<file path="config.mk">
export PLATFORM = sky130hd
export DESIGN_NAME = jfrc_parser
export DESIGN_NICKNAME = d
export VERILOG_FILES = /design/src/rtl/jfrc_pkg.sv /design/src/rtl/jfrc_parser.sv
export SDC_FILE = /design/constraint.sdc
export NUM_CORES = 2
export LEC_CHECK = 0
export BUFFER_PORTS_ARGS = -buffer_cell sky130_fd_sc_hd__buf_2
export CORE_MARGIN = 4
export CORE_UTILIZATION = 45
export CTS_BUF_LIST = sky130_fd_sc_hd__clkbuf_2
export DETAILED_ROUTE_END_ITERATION = 8
export GPL_TIMING_DRIVEN = 0
export SYNTH_ARGS = -nofsm -noshare
export SYNTH_HDL_FRONTEND = slang
export SYNTH_SLANG_ARGS = --single-unit
</file>
<file path="constraint.sdc">
create_clock -name aclk -period 11.8 [get_ports aclk]
set_input_delay 0.59 -clock aclk [delete_from_list [all_inputs] [get_ports aclk]]
set_output_delay 0.59 -clock aclk [all_outputs]
set_load 0.01 [all_outputs]
</file>
<file path="src/rtl/jfrc_pkg.sv">
package jfrc_pkg;

    localparam int unsigned MAX_RECORD_BYTES_DEF  = 65536;
    localparam int unsigned MAX_KIND_BYTES_DEF    = 4096;
    localparam int unsigned MAX_PAYLOAD_BYTES_DEF = 65536;

    localparam logic [31:0] FRAME_MAGIC  = 32'h524A5243;
    localparam logic [31:0] CRC_POLY     = 32'hEDB88320;
    localparam logic [31:0] ALL_ONES     = 32'hFFFFFFFF;
    localparam logic [31:0] HEADER_BYTES = 32'd8;

    typedef enum logic [3:0] {
        V_REPLAYED  = 4'd0,
        V_ZERO_EP   = 4'd1,
        V_STALE     = 4'd2,
        V_MAGIC     = 4'd3,
        V_LENGTH    = 4'd4,
        V_CHECKSUM  = 4'd5,
        V_MALFORMED = 4'd6,
        V_SEQUENCE  = 4'd7,
        V_TRUNCATED = 4'd8,
        V_CLEAN_END = 4'd9
    } verdict_t;

    typedef struct packed {
        logic [7:0] stream_byte;
        logic       end_of_stream;
    } in_item_t;

    typedef struct packed {
        logic [3:0]  verdict;
        logic [63:0] record_sequence;
        logic [63:0] record_tick;
        logic [63:0] record_epoch;
        logic [31:0] frame_start;
        logic [12:0] kind_bytes;
        logic [16:0] payload_bytes;
        logic [31:0] replayed_total;
        logic [31:0] rejected_total;
        logic [31:0] truncated_total;
        logic        final_res;
    } out_item_t;

    // frame event from the parser to the accounting stage
    typedef struct packed {
        logic [3:0]  verdict;
        logic [63:0] record_sequence;
        logic [63:0] record_tick;
        logic [63:0] record_epoch;
        logic [31:0] frame_start;
        logic [12:0] kind_bytes;
        logic [16:0] payload_bytes;
        logic [31:0] trunc_bytes;
        logic        final_res;
    } event_t;

    function automatic logic [31:0] crc_byte(logic [31:0] crc, logic [7:0] v);
        logic [31:0] c;
        c = crc ^ {24'd0, v};
        for (int b = 0; b < 8; b++) begin
            c = (c >> 1) ^ (CRC_POLY & {32{c[0]}});
        end
        return c;
    endfunction

    function automatic logic [31:0] sat_add(logic [31:0] a, logic [31:0] n);
        logic [32:0] s;
        s = {1'b0, a} + {1'b0, n};
        return s[32] ? ALL_ONES : s[31:0];
    endfunction

endpackage

</file>
<file path="src/rtl/jfrc_parser.sv">
module jfrc_parser
    import jfrc_pkg::*;
#(
    parameter int unsigned MAX_RECORD_BYTES  = MAX_RECORD_BYTES_DEF,
    parameter int unsigned MAX_KIND_BYTES    = MAX_KIND_BYTES_DEF,
    parameter int unsigned MAX_PAYLOAD_BYTES = MAX_PAYLOAD_BYTES_DEF
) (
    input  logic        aclk,
    input  logic        aresetn,
    input  logic [63:0] coord_epoch,
    input  logic        byte_valid,
    input  in_item_t    byte_in,
    output logic        ev_valid,
    output event_t      ev
);

    typedef enum logic [3:0] {
        PH_HEADER = 4'd0, PH_SEQ = 4'd1, PH_TICK = 4'd2, PH_EPOCH = 4'd3,
        PH_KLEN = 4'd4, PH_KIND = 4'd5, PH_PLEN = 4'd6, PH_PAY = 4'd7,
        PH_DONE = 4'd8, PH_SKIP = 4'd9
    } phase_t;

    phase_t      phase_reg, phase_next;
    logic [31:0] count_reg, count_next;
    logic [31:0] blen_reg, blen_next;
    logic [31:0] crc_reg, crc_next;
    logic [63:0] shift_reg, shift_next;
    logic [63:0] seq_reg, seq_next, tick_reg, tick_next, epoch_reg, epoch_next;
    logic [12:0] klen_reg, klen_next;
    logic [16:0] plen_reg, plen_next;
    logic        fmagic_reg, fmagic_next, flen_reg, flen_next, fbody_reg, fbody_next;
    logic [63:0] high_reg, high_next;
    logic [31:0] offs_reg, offs_next, base_reg, base_next;
    logic        halt_reg, halt_next;
    logic [2:0]  fidx_reg, fidx_next;
    logic [31:0] left_reg, left_next;

    logic        have_v;
    logic [3:0]  v;
    logic [7:0]  b;
    logic        last;
    logic [31:0] rel, tail;
    logic        term;
    logic [63:0] fs;
    logic [63:0] bshift;

    always_comb begin
        phase_next = phase_reg; count_next = count_reg; blen_next = blen_reg;
        crc_next = crc_reg; shift_next = shift_reg; seq_next = seq_reg;
        tick_next = tick_reg; epoch_next = epoch_reg; klen_next = klen_reg;
        plen_next = plen_reg; fmagic_next = fmagic_reg; flen_next = flen_reg;
        fbody_next = fbody_reg; high_next = high_reg; offs_next = offs_reg;
        base_next = base_reg; halt_next = halt_reg; fidx_next = fidx_reg;
        left_next = left_reg;
        b = byte_in.stream_byte;
        last = byte_in.end_of_stream;
        have_v = 1'b0;
        v = V_REPLAYED;
        rel = count_reg - HEADER_BYTES;
        tail = rel - blen_reg;
        fs = 64'd0;
        bshift = {56'd0, b} << {fidx_reg, 3'b000};
        term = 1'b0;
        ev = '0;
        ev_valid = 1'b0;
        if (byte_valid) begin
            if (halt_reg) begin
                if (last) begin
                    halt_next = 1'b0; phase_next = PH_HEADER; count_next = '0;
                    blen_next = '0; crc_next = ALL_ONES; shift_next = '0;
                    seq_next = '0; tick_next = '0; epoch_next = '0; klen_next = '0;
                    plen_next = '0; fmagic_next = 1'b0; flen_next = 1'b0;
                    fbody_next = 1'b0; fidx_next = '0; left_next = '0;
                    high_next = '0; offs_next = '0; base_next = '0;
                end
            end else begin
                if (count_reg < HEADER_BYTES) begin
                    crc_next = crc_byte(crc_reg, b);
                    fs = shift_reg | ({56'd0, b} << {count_reg[1:0], 3'b000});
                    shift_next = fs;
                    if (count_reg == 32'd3) begin
                        if (fs[31:0] != FRAME_MAGIC) fmagic_next = 1'b1;
                        shift_next = '0;
                    end else if (count_reg == 32'd7) begin
                        blen_next = fs[31:0];
                        flen_next = fs[31:0] > 32'(MAX_RECORD_BYTES);
                        shift_next = '0;
                        fidx_next = '0;
                        phase_next = (fmagic_reg || flen_next) ? PH_SKIP : PH_SEQ;
                    end
                end else if (phase_reg == PH_SKIP) begin
                    if (count_reg == HEADER_BYTES + 32'd3) begin
                        have_v = 1'b1;
                        v = fmagic_reg ? V_MAGIC : V_LENGTH;
                    end
                end else if (rel < blen_reg) begin
                    crc_next = crc_byte(crc_reg, b);
                    if (!fbody_reg) begin
                        unique case (phase_reg)
                            PH_SEQ, PH_TICK, PH_EPOCH, PH_KLEN, PH_PLEN: begin
                                fs = shift_reg | bshift;
                                shift_next = fs;
                                fidx_next = fidx_reg + 3'd1;
                                if ((phase_reg inside {PH_KLEN, PH_PLEN} && fidx_reg == 3'd3)
                                    || fidx_reg == 3'd7) begin
                                    fidx_next = '0;
                                    shift_next = '0;
                                    unique case (phase_reg)
                                        PH_SEQ: begin
                                            seq_next = fs; phase_next = PH_TICK;
                                        end
                                        PH_TICK: begin
                                            tick_next = fs; phase_next = PH_EPOCH;
                                        end
                                        PH_EPOCH: begin
                                            epoch_next = fs; phase_next = PH_KLEN;
                                        end
                                        PH_KLEN: begin
                                            if (fs > 64'(MAX_KIND_BYTES)) fbody_next = 1'b1;
                                            else begin
                                                klen_next = fs[12:0];
                                                left_next = fs[31:0];
                                                phase_next = (fs[31:0] != 0) ? PH_KIND : PH_PLEN;
                                            end
                                        end
                                        default: begin
                                            if (fs > 64'(MAX_PAYLOAD_BYTES)) fbody_next = 1'b1;
                                            else begin
                                                plen_next = fs[16:0];
                                                left_next = fs[31:0];
                                                phase_next = (fs[31:0] != 0) ? PH_PAY : PH_DONE;
                                            end
                                        end
                                    endcase
                                end
                            end
                            PH_KIND, PH_PAY: begin
                                left_next = left_reg - 32'd1;
                                if (left_reg == 32'd1)
                                    phase_next = (phase_reg == PH_KIND) ? PH_PLEN : PH_DONE;
                            end
                            default: fbody_next = 1'b1;
                        endcase
                    end
                end else begin
                    fs = (tail[1:0] == 2'd0) ? 64'd0 : shift_reg;
                    if (tail[1:0] == 2'd0 && phase_reg != PH_DONE) fbody_next = 1'b1;
                    fs = fs | ({56'd0, b} << {tail[1:0], 3'b000});
                    shift_next = fs;
                    if (tail[1:0] == 2'd3) begin
                        have_v = 1'b1;
                        if ((crc_reg ^ ALL_ONES) != fs[31:0]) v = V_CHECKSUM;
                        else if (fbody_reg) v = V_MALFORMED;
                        else if (epoch_reg == '0) v = V_ZERO_EP;
                        else if (seq_reg <= high_reg) v = V_SEQUENCE;
                        else begin
                            high_next = seq_reg;
                            v = (coord_epoch != '0 && epoch_reg < coord_epoch)
                                ? V_STALE : V_REPLAYED;
                        end
                    end
                end

                if (!have_v && !last) begin
                    count_next = count_reg + 32'd1;
                    offs_next = offs_reg + 32'd1;
                end else begin
                    if (!have_v) v = V_TRUNCATED;
                    term = (v >= V_MAGIC) && (v <= V_SEQUENCE);
                    ev_valid = 1'b1;
                    // fields completed by this very beat are reported too
                    ev.verdict = v;
                    ev.record_sequence = seq_next;
                    ev.record_tick = tick_next;
                    ev.record_epoch = epoch_next;
                    ev.frame_start = base_reg;
                    ev.kind_bytes = klen_next;
                    ev.payload_bytes = plen_next;
                    ev.trunc_bytes = count_reg + 32'd1;
                    ev.final_res = last || term;
                    if (term && !last) begin
                        halt_next = 1'b1;
                    end else begin
                        phase_next = PH_HEADER; count_next = '0; blen_next = '0;
                        crc_next = ALL_ONES; shift_next = '0; seq_next = '0;
                        tick_next = '0; epoch_next = '0; klen_next = '0;
                        plen_next = '0; fmagic_next = 1'b0; flen_next = 1'b0;
                        fbody_next = 1'b0; fidx_next = '0; left_next = '0;
                        if (last) begin
                            high_next = '0; offs_next = '0; base_next = '0;
                        end else begin
                            offs_next = offs_reg + 32'd1;
                            base_next = offs_reg + 32'd1;
                        end
                    end
                end
            end
        end
    end

    always_ff @(posedge aclk) begin
        if (!aresetn) begin
            phase_reg <= PH_HEADER; count_reg <= '0; blen_reg <= '0;
            crc_reg <= ALL_ONES; shift_reg <= '0; seq_reg <= '0; tick_reg <= '0;
            epoch_reg <= '0; klen_reg <= '0; plen_reg <= '0; fmagic_reg <= 1'b0;
            flen_reg <= 1'b0; fbody_reg <= 1'b0; high_reg <= '0; offs_reg <= '0;
            base_reg <= '0; halt_reg <= 1'b0; fidx_reg <= '0; left_reg <= '0;
        end else begin
            phase_reg <= phase_next; count_reg <= count_next; blen_reg <= blen_next;
            crc_reg <= crc_next; shift_reg <= shift_next; seq_reg <= seq_next;
            tick_reg <= tick_next; epoch_reg <= epoch_next; klen_reg <= klen_next;
            plen_reg <= plen_next; fmagic_reg <= fmagic_next; flen_reg <= flen_next;
            fbody_reg <= fbody_next; high_reg <= high_next; offs_reg <= offs_next;
            base_reg <= base_next; halt_reg <= halt_next; fidx_reg <= fidx_next;
            left_reg <= left_next;
        end
    end

endmodule

</file>
# == Yosys cells after proc, flatten, opt, wreduce, memory -nomap -nowiden ==
# Cells that the tools add are included.
# totals
regBits,552
in_bits,76
output_inout_bits,292
elab_cells,292
# classes
n_addsub,6
order_cmp,9
eq_ne,22
n_shift,3
mux,198
n_bitwise,13
n_reduce_logical,23
# ops
operator,count
$mux 64,55
$mux 32,33
$mux 291,3
$xor 31x32->32,8
$mux 17,12
$or 64x64->64,3
$mux 13,12
$pmux 32 s2,2
$shl 8x5->64,2
$mux 4,23
$add 32x1->32 const B,2
$gt 64x13->1 const B,1
$gt 64x17->1 const B,1
$le 64x64->1,1
$logic_not 64->1,1
$lt 64x64->1,1
$reduce_bool 64->1,1
$shl 8x6->64,1
$mux 3,20
$eq 32x1->1 const B,1
$eq 32x2->1 const B,1
$eq 32x3->1 const B,1
$eq 32x4->1 const B,1
$gt 32x17->1 const B,1
40 further kinds,87

# == Logic depth before layout (Yosys ltp) ==
# depth
depth_word,21
ltp_mapped,23
ltp_nobuf,18

# == Worst setup path before layout ==
# OpenSTA, ideal clock, no wires.
# synth_timing
kind,reg2out
from,register count_reg[5]
to,output ev[231] (netlist name)
arrival_ps,4923
required_ps,11210
setup_slack_ps,6287
path_stages_with_launch,20
path_buffers,4
cell_sequence,dfxtp_1 -> clkbuf_1 -> nor3_1 -> nand4_1 -> or3_1 -> nor4_1 -> xor2_1 -> ha_1 -> nand4_1 -> o21bai_1 -> a211oi_1 -> o21ai_0 -> or2_2 -> clkbuf_1 -> nor2_1 -> nor4b_1 -> clkbuf_1 -> clkbuf_1 -> nor2_1 -> a211oi_1
# synth_lines
item,line,text
start: declaration,jfrc_parser.sv:24,"logic [31:0] count_reg, count_next;"
start signal: assignment,jfrc_parser.sv:209,phase_reg <= phase_next; count_reg <= count_next; blen_reg <= blen_next;
end: declaration,jfrc_parser.sv:14,output event_t ev

==> flow_summary.ini <==
[pwr]
power_mw = 4.015
ir_worst_vdd_v = 0.0001315
power.density_mw_per_mm2 = 106.2
leakage_nw = 14.53

[synthesis]
synth-main-ff-cell = dfxtp_1
yosys.area.top_type_share = 0.3327
synth.distinct_cells = 87
yosys.area_share.simple = 0.2236
synth-edff-count = 0
synth_top_family_by_area = compound AO/OA/AOI/OAI gates
synthCells = 4430
synth_seq_cells = 552
yosysSeqAreaShare = 0.3327
synth-adder-area-share = 0.06352
synth_async_sr_flop_share = 0
synthMuxAreaShare = 0.004860
netlist_area_mm2 = 0.03321
synth_xor_area_frac = 0.04720
ys_top_cells_by_area = dfxtp_1, nor2_1, ha_1
netlist.top_cell.by_area = dfxtp_1
ys_warn_count = 0
avgSynthCellArea_um2 = 7.497
syn_nets = 4674
synth_compound_area_frac = 0.2606

[detailed_routing]
ant_nets = 0
avgRoutedWirePerCell_um = 24.16
drc = 0
routed_via_density = 6.070
wl_um = 146100
drtIter0Drc = 3552
vias = 36701
first_pass_iters = 5

[place]
dp_hpwl_um = 111200
port_buffers = 364
placed_area_mm2 = 0.03627
pre_cts_ws_ps = 3830
place.gp.congestion = 1.018
dp_cells = 5754

[sta]
slew_headroom = -0.04891
period_needed_ps = 9659
max_clock_freq_mhz = 103.5
tightest_slew_ps = 1561
rsz0062_at_grt = no
worst_hold_slack_ps = 187.3
maxSlewViolCount = 19
setup_viol_count_final = 0
fin_ws_ps = 2141
skew_ps = 114.7
fin_setup_tns_ps = 0
fin_crit_sh = 0.8186
finalHoldViolations = 0

[worst_hold_path]
whs_path_depth = 5
holdCritPathClass = in -> reg
hold_path.startpoint = byte_in[8]
min_to = shift_reg[15]

[setup_path]
crit_required_ps = 11210
reg2reg_to = seq_reg[1]
r2r_start = count_reg[5]
crit_path_max_fanout = 10
cp-start-kind = flip-flop
reg2regPathDepth = 19
cp-end-kind = primary output
crit_type = reg -> out
critPathArrivalTime_ps = 9070
reg2reg_slack_ps = 4130

[final_layout]
fillerInstances = 7489
area_delta_synth_final_pct = 13.81
final_util = 0.5172
drive_gt1_frac = 0.1384
fin_nets = 5206
final_cells = 6046
finalInstanceArea_mm2 = 0.03780

[floorplan]
die_y_um = 279.7
io_pins = 368
initial_core_util = 0.4544
rows = 99
core-area_mm2 = 0.07308
die_area_mm2 = 0.07822
die_w_um = 279.7

[clock_tree]
clockBufferDepth = 3
cts_hold_buf = 7
tritoncts = built
ctsRootBufferMaster = clkbuf_2
cts_setup_buffers = 0
insertion_delay_ps = 1430
cts_resized = 0
cts-htree-levels = 4
cts_inserted_buffers = 157
path_clk_slew_ps = 120
cts_sinks = 552

[global_route]
grt.overflow.total = 0
grt_start_max_net_pins = 17
antenna_found_initial = 5
grt_pass1_wl_um = 216600
grt_pass1_vias = 34740
grtUsageTotal = 0.3587

[status]
failed_checks = capacitance limit, slew limit
status = finished with violations

[flow_run]
drv_cap = 2
where the power goes:
part | switching [mW] | internal, mW | total, mW | leakage [nW]
Sequential | 0.0446 | 1.89 | 1.93 | 4.45
Combinational | 0.393 | 0.205 | 0.597 | 8.99
Clock | 0.894 | 0.589 | 1.48 | 1.09
worst max-delay path by stage:
stage / from / to / slack [ps] / depth (start not counted)
4_1_cts: count_reg[5] / ev[286] / 2230 / 20
5_1_grt: count_reg[5] / ev[286] / 1800 / 20
3_3_place_gp: count_reg[5] / ev[155] / 3190 / 18
6_report: count_reg[5] / ev[286] / 2140 / 20
2_1_floorplan: count_reg[5] / ev[231] / 6290 / 19
3_5_place_dp: count_reg[5] / ev[286] / 3830 / 20
routing by layer:
layer  GRT usage  vias up  routed length [um]
met2      0.5729     1874               65270
li1            -    17039                   -
met4      0.1918        2                8539
met5           0        -                  15
met1      0.4558    17344               59300
met3     0.07617      442               12930
area by class of cell:
type                    count  area [um2]  share of cell area
multi-input cells        3329       19950              0.5278
well taps                 959        1200             0.03175
clock buffers             231        1156             0.03059
plain buffers             362        1543             0.04082
repair buffers            373        1904             0.05038
flip-flops and latches    552       11050              0.2924
diodes                      7       17.52           0.0004634
inverters                 187       701.9             0.01857
clock inverters            46       275.3            0.007283
worst max-delay path, stage by stage, from the launching register on:
cell	delay, ps
dfxtp_1	320
clkbuf_1	240
nor3_1	690
nand4_1	370
or3_1	530
nor4_1	260
xor2_1	210
ha_1	270
nand4_1	120
o21bai_1	90
a211oi_1	250
o21ai_0	210
or2_2	340
clkbuf_1	270
nor2_1	470
nor4b_1	960
clkbuf_1	660
clkbuf_1	660
nor2_1	160
a211oi_1	360
buf_2	200
cell families after synthesis:
kind of cell | after synthesis
compound gates | 1344
xor+xnor | 179
fa+ha+maj | 168
buf+inv | 549
flops | 552
mux | 16
simple gates | 1622
cells in the final DEF (no fill, tap or decap), types with 63 or more instances in the layout:
cell type / Yosys / layout
o21ai_0: 186 / 186
nand3_1: 85 / 85
ha_1: 167 / 167
clkbuf_1: 288 / 286
nand4_1: 63 / 63
dfxtp_1: 552 / 552
nand2_1: 513 / 513
buf_2: 30 / 395
a211oi_1: 129 / 129
xnor2_1: 93 / 93
a21oi_1: 402 / 400
nor4_1: 78 / 76
xor2_1: 86 / 86
nor2_1: 575 / 574
o22ai_1: 201 / 201
clkbuf_2: 1 / 234
a22o_1: 88 / 88
nor3_1: 66 / 66
inv_1: 187 / 187
synth_stat cells, drive strengths merged (11+ instances only):
cell type and instances:
a2111oi 12, a211oi 129, a21boi 15, a21o 19
a21oi 405, a221oi 11, a22o 88, a22oi 42
a31oi 40, a32o 16, and2 55, and3 22
buf 73, clkbuf 289, dfxtp 552, ha 167
inv 187, mux2i 15, nand2 514, nand2b 17
nand3 85, nand4 63, nor2 579, nor2b 46
nor3 66, nor4 83, o211ai 47, o21a 12
o21ai 205, o22ai 201, o2bb2ai 41, o31ai 16
or3 20, or4 12, xnor2 93, xor2 86
(Power assumes the default switching activity.)
